### src/design/nfa_pkg.sv
// Shared types, constants and helpers for the NFA epsilon matcher.
package nfa_pkg;

  localparam int NUM_STATES  = 16;
  localparam int SYMBOL_BITS = 8;

  localparam int STATE_W  = $clog2(NUM_STATES);
  localparam int ADDR_W   = STATE_W + SYMBOL_BITS;
  localparam int MASK_W   = 16;
  localparam int FROM_W   = 4;
  localparam int SYM_W    = 8;
  localparam int CMD_W    = 2;
  localparam int CFG_IDX_W = 1;
  localparam int CFG_DATA_W = 16;
  localparam int QUEUE_DEPTH = 2;
  localparam int QPTR_W   = $clog2(QUEUE_DEPTH);
  localparam int QCNT_W   = $clog2(QUEUE_DEPTH + 1);

  localparam logic [CMD_W-1:0] CMD_WRITE = 2'd0;
  localparam logic [CMD_W-1:0] CMD_BEGIN = 2'd1;
  localparam logic [CMD_W-1:0] CMD_FEED  = 2'd2;

  localparam logic [CFG_IDX_W-1:0] CFG_START_STATE = 1'b0;
  localparam logic [CFG_IDX_W-1:0] CFG_ACCEPT_MASK = 1'b1;

  localparam logic [SYMBOL_BITS-1:0] EPSILON_SYM = '0;

  typedef logic [NUM_STATES-1:0]  set_t;
  typedef logic [STATE_W-1:0]     state_idx_t;
  typedef logic [SYMBOL_BITS-1:0] sym_t;

  typedef enum logic [2:0] {
    OP_NOP,
    OP_WR_TAB,
    OP_WR_EPS,
    OP_BEGIN,
    OP_FEED
  } op_t;

  typedef struct packed {
    op_t        op;
    state_idx_t from;
    sym_t       sym;
    set_t       mask;
  } item_t;

  typedef struct packed {
    logic  push;
    item_t item;
  } q_wr_t;

  function automatic set_t mask_to_set(logic [MASK_W-1:0] m);
    set_t s;
    s = '0;
    for (int i = 0; i < NUM_STATES; i++) begin
      if (i < MASK_W) begin
        s[i] = m[i];
      end
    end
    return s;
  endfunction

  function automatic logic [MASK_W-1:0] set_to_mask(set_t s);
    logic [MASK_W-1:0] m;
    m = '0;
    for (int i = 0; i < MASK_W; i++) begin
      if (i < NUM_STATES) begin
        m[i] = s[i];
      end
    end
    return m;
  endfunction

endpackage

### src/design/nfa_queue.sv
// Short FIFO of decoded operations between front and back ends.
module nfa_queue import nfa_pkg::*; (
  input  logic  clk,
  input  logic  rst_n,
  input  q_wr_t q_wr,
  input  logic  pop,
  output logic  full,
  output logic  empty,
  output item_t head
);

  item_t             buf_r [QUEUE_DEPTH];
  logic [QPTR_W-1:0] wr_ptr_r, wr_ptr_nxt;
  logic [QPTR_W-1:0] rd_ptr_r, rd_ptr_nxt;
  logic [QCNT_W-1:0] cnt_r, cnt_nxt;

  assign full  = cnt_r == QCNT_W'(QUEUE_DEPTH);
  assign empty = cnt_r == '0;
  assign head  = buf_r[rd_ptr_r];

  function automatic logic [QPTR_W-1:0] ptr_inc(logic [QPTR_W-1:0] p);
    return (p == QPTR_W'(QUEUE_DEPTH - 1)) ? '0 : p + 1'b1;
  endfunction

  always_comb begin
    wr_ptr_nxt = q_wr.push ? ptr_inc(wr_ptr_r) : wr_ptr_r;
    rd_ptr_nxt = pop ? ptr_inc(rd_ptr_r) : rd_ptr_r;
    cnt_nxt    = cnt_r + QCNT_W'(q_wr.push) - QCNT_W'(pop);
  end

  always_ff @(posedge clk) begin
    if (!rst_n) begin
      wr_ptr_r <= '0;
      rd_ptr_r <= '0;
      cnt_r    <= '0;
    end else begin
      wr_ptr_r <= wr_ptr_nxt;
      rd_ptr_r <= rd_ptr_nxt;
      cnt_r    <= cnt_nxt;
    end
  end

  always_ff @(posedge clk) begin
    if (q_wr.push) begin
      buf_r[wr_ptr_r] <= q_wr.item;
    end
  end

endmodule

### config.mk
export PLATFORM = sky130hd
export DESIGN_NAME = nfa_queue
export DESIGN_NICKNAME = d
export VERILOG_FILES = /design/src/design/nfa_pkg.sv /design/src/design/nfa_queue.sv
export SDC_FILE = /design/constraint.sdc
export NUM_CORES = 1
export LEC_CHECK = 0
export ABC_AREA = 1
export CAP_MARGIN = 10
export CORE_ASPECT_RATIO = 2
export CORE_MARGIN = 2
export CORE_UTILIZATION = 61
export CTS_CLUSTER_DIAMETER = 40
export DETAILED_ROUTE_END_ITERATION = 12
export DONT_BUFFER_PORTS = 1
export GPL_TIMING_DRIVEN = 0
export PLACE_DENSITY = 0.79
export SETUP_SLACK_MARGIN = 0.5
export SLEW_MARGIN = 20
export SYNTH_ARGS = -nofsm -noshare
export SYNTH_HDL_FRONTEND = slang
export SYNTH_SLANG_ARGS = --single-unit
### constraint.sdc
create_clock -name clk -period 3.1 [get_ports clk]
set_clock_uncertainty 0.2 [all_clocks]
set_input_delay 0.31 -clock clk [delete_from_list [all_inputs] [get_ports clk]]
set_output_delay 0.31 -clock clk [all_outputs]
set_load 0.02 [all_outputs]
==> reports/qor.yml, run 1 <==
dp_slack_ns: 1.08
final_antenna_net_count: 0
postSynthNetCount: 166
pin_count_of_the_biggest_net_entering_global_routing: 32
endpoint_type_of_the_worst_setup_path: "flip-flop"
grt_first_pass_wirelength_um: 6870
swShare: 0.228
die_area_mm2: 0.00461
comb_power_share: 0.109
switchingPower_mw: 0.467
avgSynthCellArea_um2: 19.1
postCtsSetupRepairBufs: 0
worstReg2RegStart: "wr_ptr_r$_SDFFE_PN0P_"
drt_wl_total_um: 4350
synth-warning-count: 0
setup_viol: 0
postSynthRegisterBits: 67
min_path_type: "in -> reg"
yosysMostFrequentCell: "edfxtp_1"
first_global_vias: 1425
cp_max_fo: 4
global_route.peak_usage_layer: "met2"
crit_path_frequent_cell: "dlygate4sd3_1"
timing.fmax_mhz: 471
grt_setup_unrepaired: "no"
timing.reg2reg.worst_path_depth: 5
finalSetupTns_ns: 0
global_route.usage.met1: 0.211
avgRoutedWirePerCell_um: 18.8
pwr-share-seq: 0.516
grt_use_total: 0.216
finalCriticalPeriod_ns: 2.12
worstMarginPinSlew_ns: 0.663
syn_inst: 129
whs_ns: 0.0527
port-buffer-count: 0
die_w_um: 49.0
proportion_of_synthesized_flip_flops_having_asynchronous_set_or_reset: 0
cts_sinks: 67
synth.cell_area_mm2: 0.00247
antenna_found_initial: 0
synth_area_leader_cell: "edfxtp_1"
initial_cell_density_of_the_core: 0.636
first_pass_iters: 4
power.density_mw_per_mm2: 655
worstPathRequired_ns: 3.13
clkPwrFrac: 0.375
i_o_pin_count: 68
cts_root_buf: "clkbuf_8"
routed_via_density: 5.47
insertion_delay_ns: 0.34
hold-path-endpoint: "cnt_r[0]$_SDFF_PN0_"
power.leakage_nw: 1.11
stdcell_area_mm2: 0.00314
timing.hold.worst.start: "q_wr[31]"
drive_gt1_frac: 0.287
timing.final.crit_share: 0.685
layout.nets: 213
worst-setup-path-type: "in -> reg"
worst_path_largest_cell_delay_ns: 0.60
status: "complete, no violations"
cap_violations: 0
synth_seq_area_share: 0.794
tritoncts: "built"
placement_rows: 32
synth_flop_cell: "edfxtp_1"
finalHoldViolations: 0
worst-endpoint-arrival_ns: 2.15
floorplan.die.height_um: 94.0
vdd.ir_drop.worst_v: 0.000515
drt_first_iter_violations: 24
slew-limit-headroom: 0.557
ctsHtreeMaxLevel: 3
critPathSlowestCell: "dlygate4sd3_1"
place.detailed.hpwl_um: 2600
slew_viol_final: 0
timing.critical_path.from_type: "primary input"
reg2reg_slack_ns: 0.99
synth_cell_types: 10
grtUsageMet2: 0.370
detailroute.via_count: 1268
cts.clk_slew.worst_paths_ns: 0.07
placed_area_mm2: 0.00257
holdPathStages: 3
post_synth_main_area_contributors: "edfxtp_1, mux2_2, dfxtp_1"
rr_endpoint: "wr_ptr_r$_SDFFE_PN0P_"
layout-area-overhead-vs-synth_pct: 27.1
gpl.final_weighted_congestion: 0.638
yosysTopAreaCellShare: 0.754
crit_chain: "dlygate4sd3_1 > nand2_1 > dlygate4sd3_1 > nor2_1 > dlygate4sd3_1"
netlist_top_cells_count: "edfxtp_1, mux2_2, nor2_1"
clock_path_buffers: 2
cts_made_buffers: 9
grt_overflow_total: 0
number_of_resized_instances_in_the_post_cts_repair_step: 0
grtUsageMet3: 0.0892
drc_errors: 0
antenna-diode-count: 0
setup_slack_ns: 0.977
p_int_mw: 1.59
post_synth_edffs: 62
total_power_mw: 2.05
placeableCoreArea_mm2: 0.00388
==> worst max path at each step <==
stage / startpoint / end / slack (ns) / cells past startpoint
6_report: rst_n / wr_ptr_r$_SDFFE_PN0P_ / 0.98 / 5
5_1_grt: wr_ptr_r$_SDFFE_PN0P_ / wr_ptr_r$_SDFFE_PN0P_ / 0.95 / 5
4_1_cts: rst_n / wr_ptr_r$_SDFFE_PN0P_ / 1.03 / 5
3_5_place_dp: wr_ptr_r$_SDFFE_PN0P_ / buf_r[1][22]$_DFFE_PP_ / 1.08 / 2
3_3_place_gp: q_wr[31] / buf_r[0][0]$_DFFE_PP_ / 0.34 / 2
2_1_floorplan: q_wr[31] / buf_r[0][0]$_DFFE_PP_ / 0.82 / 2
==> flip-flops by register name, indices dropped and copies added, names as in the netlist, named ones only <==
signal	cells
buf_r	62
cnt_r	2
rd_ptr_r	1
wr_ptr_r	1
==> what timing repair did <==
action / 4_1_cts / 5_1_grt
hold buffers: 35 / 0
setup endpoints to repair: 0 / 0
endpoints found under the hold margin: 67 / 0
==> layout make-up <==
type	instances	area, um^2
Buffer	3	33.8
Clock buffer	10	128
Inverter	7	26.3
Tap cell	51	63.8
Sequential cell	67	1960
Fill cell	231	746
Multi-Input combinational cell	52	455
Clock inverter	6	91.3
Timing Repair Buffer	36	378
==> kinds of logic after synthesis <==
logic type / after synthesis / synth area share
flops: 67 / 0.794
mux: 31 / 0.141
simple gates: 18 / 0.0279
buf+inv: 10 / 0.0243
fa+ha+maj: 2 / 0.0101
compound gates: 1 / 0.00202
==> through the flow <==
step,util,instances
CTS,0.808,232
finish,0.808,232
global placement,0.652,180
detailed placement,0.661,181
floorplan,-,129
global route,0.808,232
==> critical path, delay by kind of cell <==
family                 cells  cell delay (ns)
AND/OR/NAND/NOR            2             0.15
buffers and inverters      3             1.70
==> power by group through the flow <==
| stage | registers, mW | clock network (mW) | logic [mW] |
|---|---|---|---|
| 2_1_floorplan | 1.07 | 0 | 0.148 |
| 3_3_place_gp | 1.08 | 0 | 0.164 |
| 3_5_place_dp | 1.08 | 0 | 0.179 |
| 4_1_cts | 1.06 | 0.782 | 0.222 |
| 5_1_grt | 1.06 | 0.820 | 0.237 |
| 6_report | 1.06 | 0.771 | 0.223 |
==> cell usage in the layout, fill, tap and decap left out, drive strengths merged, types with 2 or more instances in the layout <==
cell type    netlist  layout
buf                3       4
dfxtp              5       5
nor2               9       9
inv                7       7
nand2              8       8
clkinvlp           0       3
ha                 2       2
clkbuf             0      10
edfxtp            62      62
dlygate4sd3        0      35
mux2              31      31
bufinv             0       2
==> per-layer routing <==
layer	share of wire	vias to the layer above
met2	0.57	51
met3	0.057	12
met1	0.34	627
met4	0.026	0
li1	-	578
met5	0	-
(Power assumes the default switching activity.)
==> run 2: changes to the inputs <==
CORE_UTILIZATION = 55   (was 61)
PLACE_DENSITY = 0.75   (was 0.79)
clock period = 1.71 ns   (was 3.1 ns; I/O delays follow)
==> run 2 against run 1 <==
Register-to-register slack worse by 0.83 ns. Sequential share of layout area down 5.8 points. Worst setup slack worse by 0.88 ns. Power up 83%. Hold slack better by 0.054 ns. Final cell count up 6.5%. Global-route usage up 0.43 points. Critical path depth down 3. Count of clock-buffer cells in the layout up 3. Cell area up 11%. Sequential power up 83%. Critical endpoint is now head[4].
==> reports/qor.yml, run 2 (same netlist as run 1, synthesis figures left out) <==
timing.critical_path.buf_inv: 1
routed_via_density: 5.37
timing.fmax_mhz: 618
insertion_delay_ns: 0.33
mostFrequentLayoutCell: "edfxtp_1"
floorplan.die.height_um: 98.8
crit_chain: "buf_12 > mux2_4"
cts_made_buffers: 9
power.leakage_nw: 1.32
largest_register_by_flop_count: "buf_r"
pin_count_of_the_biggest_net_entering_global_routing: 17
reg2reg_slack_ns: 0.16
ctsHtreeMaxLevel: 3
drc_errors: 0
cts_sinks: 67
tritoncts: "built"
timing.hold.worst.start: "pop"
avgRoutedWirePerCell_um: 21.6
wl_met2_um: 3000
worst-setup-path-type: "reg -> out"
die_area_mm2: 0.00508
port-buffer-count: 0
layout-area-overhead-vs-synth_pct: 40.8
endpoint_type_of_the_worst_setup_path: "output port"
hold-path-endpoint: "rd_ptr_r$_SDFFE_PN0P_"
grt_overflow_total: 0
critical_path_depth: 2
layout.nets: 225
cap_violations: 0
cts_root_buf: "clkbuf_8"
worstReg2RegStart: "cnt_r[0]$_SDFF_PN0_"
whs_ns: 0.107
m1WireLength_um: 1810
final_antenna_net_count: 0
worst-endpoint-arrival_ns: 1.25
first_global_vias: 1479
setup_viol: 0
min_path_type: "in -> reg"
slew_viol_final: 0
i_o_pin_count: 68
timing.critical_path.from_type: "flip-flop"
placeableCoreArea_mm2: 0.00434
grt_first_pass_wirelength_um: 7610
detailroute.via_count: 1326
cts.clk_slew.worst_paths_ns: 0.07
place.detailed.hpwl_um: 2590
initial_cell_density_of_the_core: 0.569
drt_first_iter_violations: 53
status: "complete, no violations"
rr_endpoint: "cnt_r[1]$_SDFF_PN0_"
worstMarginPinSlew_ns: 0.294
top_layer: "met4"
placement_rows: 34
antenna-diode-count: 0
worst_path_dominant_cell_family: "flip-flops"
slew-limit-headroom: 0.804
die_w_um: 51.4
largest_reg_flops: 62
drive_gt1_frac: 0.430
timing.reg2reg.worst_path_depth: 9
largestRegisters: "buf_r (62), cnt_r (2)"
vdd.ir_drop.worst_v: 0.000977
timing.final.crit_share: 0.946
grt_use_total: 0.220
wl_met3_um: 310
finalHoldViolations: 0
worstPathRequired_ns: 1.34
gpl.final_weighted_congestion: 0.621
grt_setup_unrepaired: "yes"
finalSetupTns_ns: 0
holdPathStages: 3
antenna_found_initial: 0
first_pass_iters: 4
critPathSlowestCell: "dfxtp_4"
cp_max_fo: 10
finalCriticalPeriod_ns: 1.62
clock_path_buffers: 2
power.density_mw_per_mm2: 1080
drt_wl_total_um: 5330
layout_common_cells: "edfxtp_1, dlygate4sd3_1, mux2_4, clkbuf_8, buf_4"
worst_path_largest_cell_delay_ns: 0.40
run 2: changes by cell type in the layout (fill, tap and decap cells not counted), moves of 4 or more:
cell and delta:
nand2_1 -5, nor2_4 +4, buf_12 +6, inv_1 -5, buf_4 +7, dfxtp_1 -4
mux2_4 +31, mux2_2 -31
run 2: layout make-up:
class / instances / area, um^2
tap: 54 / 67.6
timing repair inverter: 1 / 7.51
sequential: 67 / 1970
buffer: 3 / 60.1
clock inverter: 3 / 40.0
timing repair buffer: 46 / 480
inverter: 7 / 35.0
fill: 234 / 861
clock buffer: 13 / 139
multi-input combinational: 53 / 674
run 2: through the flow:
stage,utilization,setup WS [ns],area (um^2),std cells,power (mW)
finish,0.802,0.0925,3480,247,3.75
global route,0.802,0.0609,3480,247,3.87
CTS,0.788,0.0887,3420,246,3.68
detailed placement,0.621,0.0344,2690,183,2.34
global placement,0.621,0.0932,2690,183,2.32
floorplan,-,0.295,2630,129,2.28
run 2: how the worst max path moves through the flow:
stage                             endpoint             startpoint  slack, ns
finish                             head[4]              flip-flop       0.09
global route                      head[21]              flip-flop       0.06
CTS                               head[21]              flip-flop       0.09
detailed placement  buf_r[1][26]$_DFFE_PP_  wr_ptr_r$_SDFFE_PN0P_       0.03
global placement    buf_r[1][15]$_DFFE_PP_  wr_ptr_r$_SDFFE_PN0P_       0.09
floorplan            buf_r[1][0]$_DFFE_PP_  wr_ptr_r$_SDFFE_PN0P_       0.30
run 2: routing by layer:
metal / vias to the layer above / GRT usage
li1: 600 / -
met1: 644 / 0.228
met2: 66 / 0.372
met3: 16 / 0.0742
met4: 0 / 0.132
met5: - / 0
run 2: where the power goes:
part	leakage, nW	internal (mW)	switching, mW	total (mW)
Combinational	0.603	0.286	0.317	0.604
Clock	0.0914	0.671	0.539	1.21
Sequential	0.626	1.89	0.0458	1.94
run 2: worst reg2reg max path: stages (launching register included):
cell and delay [ns]:
dfxtp_4 0.38, inv_4 0.05, ha_4 0.26, inv_4 0.03, ha_4 0.17, inv_2 0.07
nand2_4 0.06, nand3_2 0.07, nand2_2 0.07, nor2_4 0.12
run 2: what timing repair did:
action                                  4_1_cts  5_1_grt
hold endpoints to repair                     67        0
resized for setup                            22       14
hold buffers                                 34        0
setup buffers                                11        1
pin swaps                                     8        3
endpoints found under the setup margin       97       66
gates cloned                                  2        0
==> run 3: changes to the inputs <==
ABC_AREA = 0   (was 1)
==> run 3 against run 2 <==
Core utilization is 1.6 points lower. Sequential cell count stayed put. Non-clock buffer count is 5 lower. Critical path depth stayed put. Combinational power is 1% higher. Wire length is 8.3% lower. Maximum frequency hardly changed. Register-to-register slack better by 0.11 ns. Die area stayed put. Synthesized area stayed put. Synthesized cell count is 9.3% lower. First-iteration DRC count is 38% lower.
==> reports/qor.yml, run 3 <==
first_global_vias: 1431
power.density_mw_per_mm2: 1150
syn_inst: 117
grt_setup_unrepaired: "yes"
placement_rows: 34
cts.clk_slew.worst_paths_ns: 0.07
antenna-diode-count: 0
synth_flop_cell: "edfxtp_1"
n_fill_cell: 243
power.leakage_nw: 1.27
worst_path_largest_cell_delay_ns: 0.41
finalHoldViolations: 0
finalCriticalPeriod_ns: 1.62
pin_count_of_the_biggest_net_entering_global_routing: 17
postSynthRegisterBits: 67
port-buffer-count: 0
timing.reg2reg.worst_path_depth: 6
avgRoutedWirePerCell_um: 21.0
synth_cell_types: 12
worstMarginPinSlew_ns: 0.383
cts_sinks: 67
worstReg2RegStart: "cnt_r[0]$_SDFF_PN0_"
layout_common_cells: "edfxtp_1, dlygate4sd3_1, mux2_4, clkbuf_8, buf_4"
proportion_of_synthesized_flip_flops_having_asynchronous_set_or_reset: 0
synth_seq_area_share: 0.794
grt_overflow_total: 0
worst-endpoint-arrival_ns: 1.25
cp_max_fo: 10
yosysMostFrequentCell: "edfxtp_1"
cts_root_buf: "clkbuf_8"
routed_via_density: 5.44
post_synth_edffs: 62
post_synth_main_area_contributors: "edfxtp_1, mux2_2, dfxtp_1"
place.detailed.hpwl_um: 2470
synth-warning-count: 0
final_antenna_net_count: 0
timing.fmax_mhz: 618
drc_errors: 0
slew_viol_final: 0
die_area_mm2: 0.00508
finalSetupTns_ns: 0
cap_violations: 0
timing.critical_path.from_type: "flip-flop"
synth_area_leader_cell: "edfxtp_1"
netlist_top_cells_count: "edfxtp_1, mux2_2, dfxtp_1"
avgSynthCellArea_um2: 21.1
crit_chain: "buf_12 > mux2_4"
antenna_found_initial: 0
worst-setup-path-type: "reg -> out"
synth.cell_area_mm2: 0.00247
hold-path-endpoint: "cnt_r[1]$_SDFF_PN0_"
min_path_type: "in -> reg"
drt_first_iter_violations: 33
detailroute.via_count: 1262
initial_cell_density_of_the_core: 0.569
cts_made_buffers: 9
drt_wl_total_um: 4880
clock_path_buffers: 2
layout-area-overhead-vs-synth_pct: 38.1
gpl.final_weighted_congestion: 0.623
holdPathStages: 3
grt_use_total: 0.219
mostFrequentLayoutCell: "edfxtp_1"
floorplan.die.height_um: 98.8
grt_first_pass_wirelength_um: 7510
endpoint_type_of_the_worst_setup_path: "output port"
insertion_delay_ns: 0.33
layout.nets: 210
die_w_um: 51.4
tritoncts: "built"
worstPathRequired_ns: 1.34
vdd.ir_drop.worst_v: 0.000930
largest_register_by_flop_count: "buf_r"
critPathSlowestCell: "dfxtp_4"
layoutNonFillerInstCount: 232
setup_viol: 0
largestRegisters: "buf_r (62), cnt_r (2)"
ctsHtreeMaxLevel: 3
status: "complete, no violations"
timing.final.crit_share: 0.946
largest_reg_flops: 62
timing.hold.worst.start: "pop"
post-place-cells: 171
i_o_pin_count: 68
placeableCoreArea_mm2: 0.00434
rr_endpoint: "cnt_r[1]$_SDFF_PN0_"
first_pass_iters: 4
reg2reg_slack_ns: 0.27
drive_gt1_frac: 0.410
slew-limit-headroom: 0.745
yosysTopAreaCellShare: 0.754
postSynthNetCount: 154
## run 3: cell types whose count changed in the layout (fill, tap and decap cells not counted), sizes merged, moves of 4 or more
cell    previous run  this run
inv                6         2
nor2b              0         5
nand2              8         0
clkbuf            13         9
and2               0         7
buf               15        10
nor2              10         1
## run 3: cells by family after synthesis
kind of cell | after synthesis | synth area share
flip-flops | 67 | 0.794
multiplexers | 31 | 0.141
AND/OR/NAND/NOR | 9 | 0.0218
buffers and inverters | 5 | 0.0167
XOR/XNOR | 2 | 0.0127
adder cells (fa/ha/maj) | 2 | 0.0101
AO/OA/AOI/OAI | 1 | 0.00304
## run 3: critical path: cells and delay by family, from the launching register on
kind | cells | cell delay (ns)
buffers and inverters | 1 | 0.16
flip-flops | 1 | 0.41
multiplexers | 1 | 0.35
## run 3: repair_timing
item / CTS / global route
gates resized for setup: 21 / 1
cloned: 4 / 0
hold buffers: 34 / 0
pin swaps: 5 / 3
endpoints found under the hold margin: 98 / 0
buffers inserted: 7 / 0
setup endpoints to repair: 98 / 67
## run 3: how the worst max path moves through the flow
stage,start,end,slack [ns],cells past startpoint
6_report,flip-flop,head[1],0.09,2
5_1_grt,flip-flop,head[8],0.06,2
4_1_cts,flip-flop,head[9],0.08,2
3_5_place_dp,wr_ptr_r$_SDFFE_PN0P_,buf_r[0][21]$_DFFE_PP_,0.07,1
3_3_place_gp,wr_ptr_r$_SDFFE_PN0P_,buf_r[0][25]$_DFFE_PP_,0.12,1
2_1_floorplan,wr_ptr_r$_SDFFE_PN0P_,buf_r[0][0]$_DFFE_PP_,0.29,1
## run 3: metal layers
metal	GRT usage	up-vias	share of wire
li1	-	567	-
met5	0	-	0
met2	0.366	58	0.57
met1	0.225	624	0.34
met3	0.0894	13	0.067
met4	0.119	0	0.032
## run 3: through the flow
| step | utilization | hold WS [ns] | power [mW] | setup WS [ns] | area, um^2 |
|---|---|---|---|---|---|
| 3_5_place_dp | 0.617 | 0.0700 | 2.40 | 0.0664 | 2680 |
| 5_1_grt | 0.786 | 0.0307 | 4.07 | 0.0554 | 3410 |
| 4_1_cts | 0.785 | 0.00884 | 3.94 | 0.0785 | 3410 |
| 6_report | 0.786 | 0.0413 | 3.94 | 0.0928 | 3410 |
| 3_3_place_gp | 0.617 | 0.0699 | 2.38 | 0.116 | 2680 |
| 2_1_floorplan | - | 0.0699 | 2.34 | 0.291 | 2610 |
## run 3: cell type report
cell class              count  area (um^2)  area share
clock inverters             7         92.6      0.0271
multi-input cells          49          673       0.197
flip-flops and latches     67         1970       0.578
well taps                  54         67.6      0.0198
repair buffers             41          412       0.121
inverters                   2         10.0     0.00293
plain buffers               3         60.1      0.0176
clock buffers               9          124      0.0363
## run 3: report_power, final
group | internal, mW | leakage [nW] | switching, mW | total [mW]
logic | 0.312 | 0.547 | 0.299 | 0.611
registers | 1.89 | 0.625 | 0.0462 | 1.94
clock network | 0.814 | 0.101 | 0.573 | 1.39
total | 3.02 | 1.27 | 0.918 | 3.94
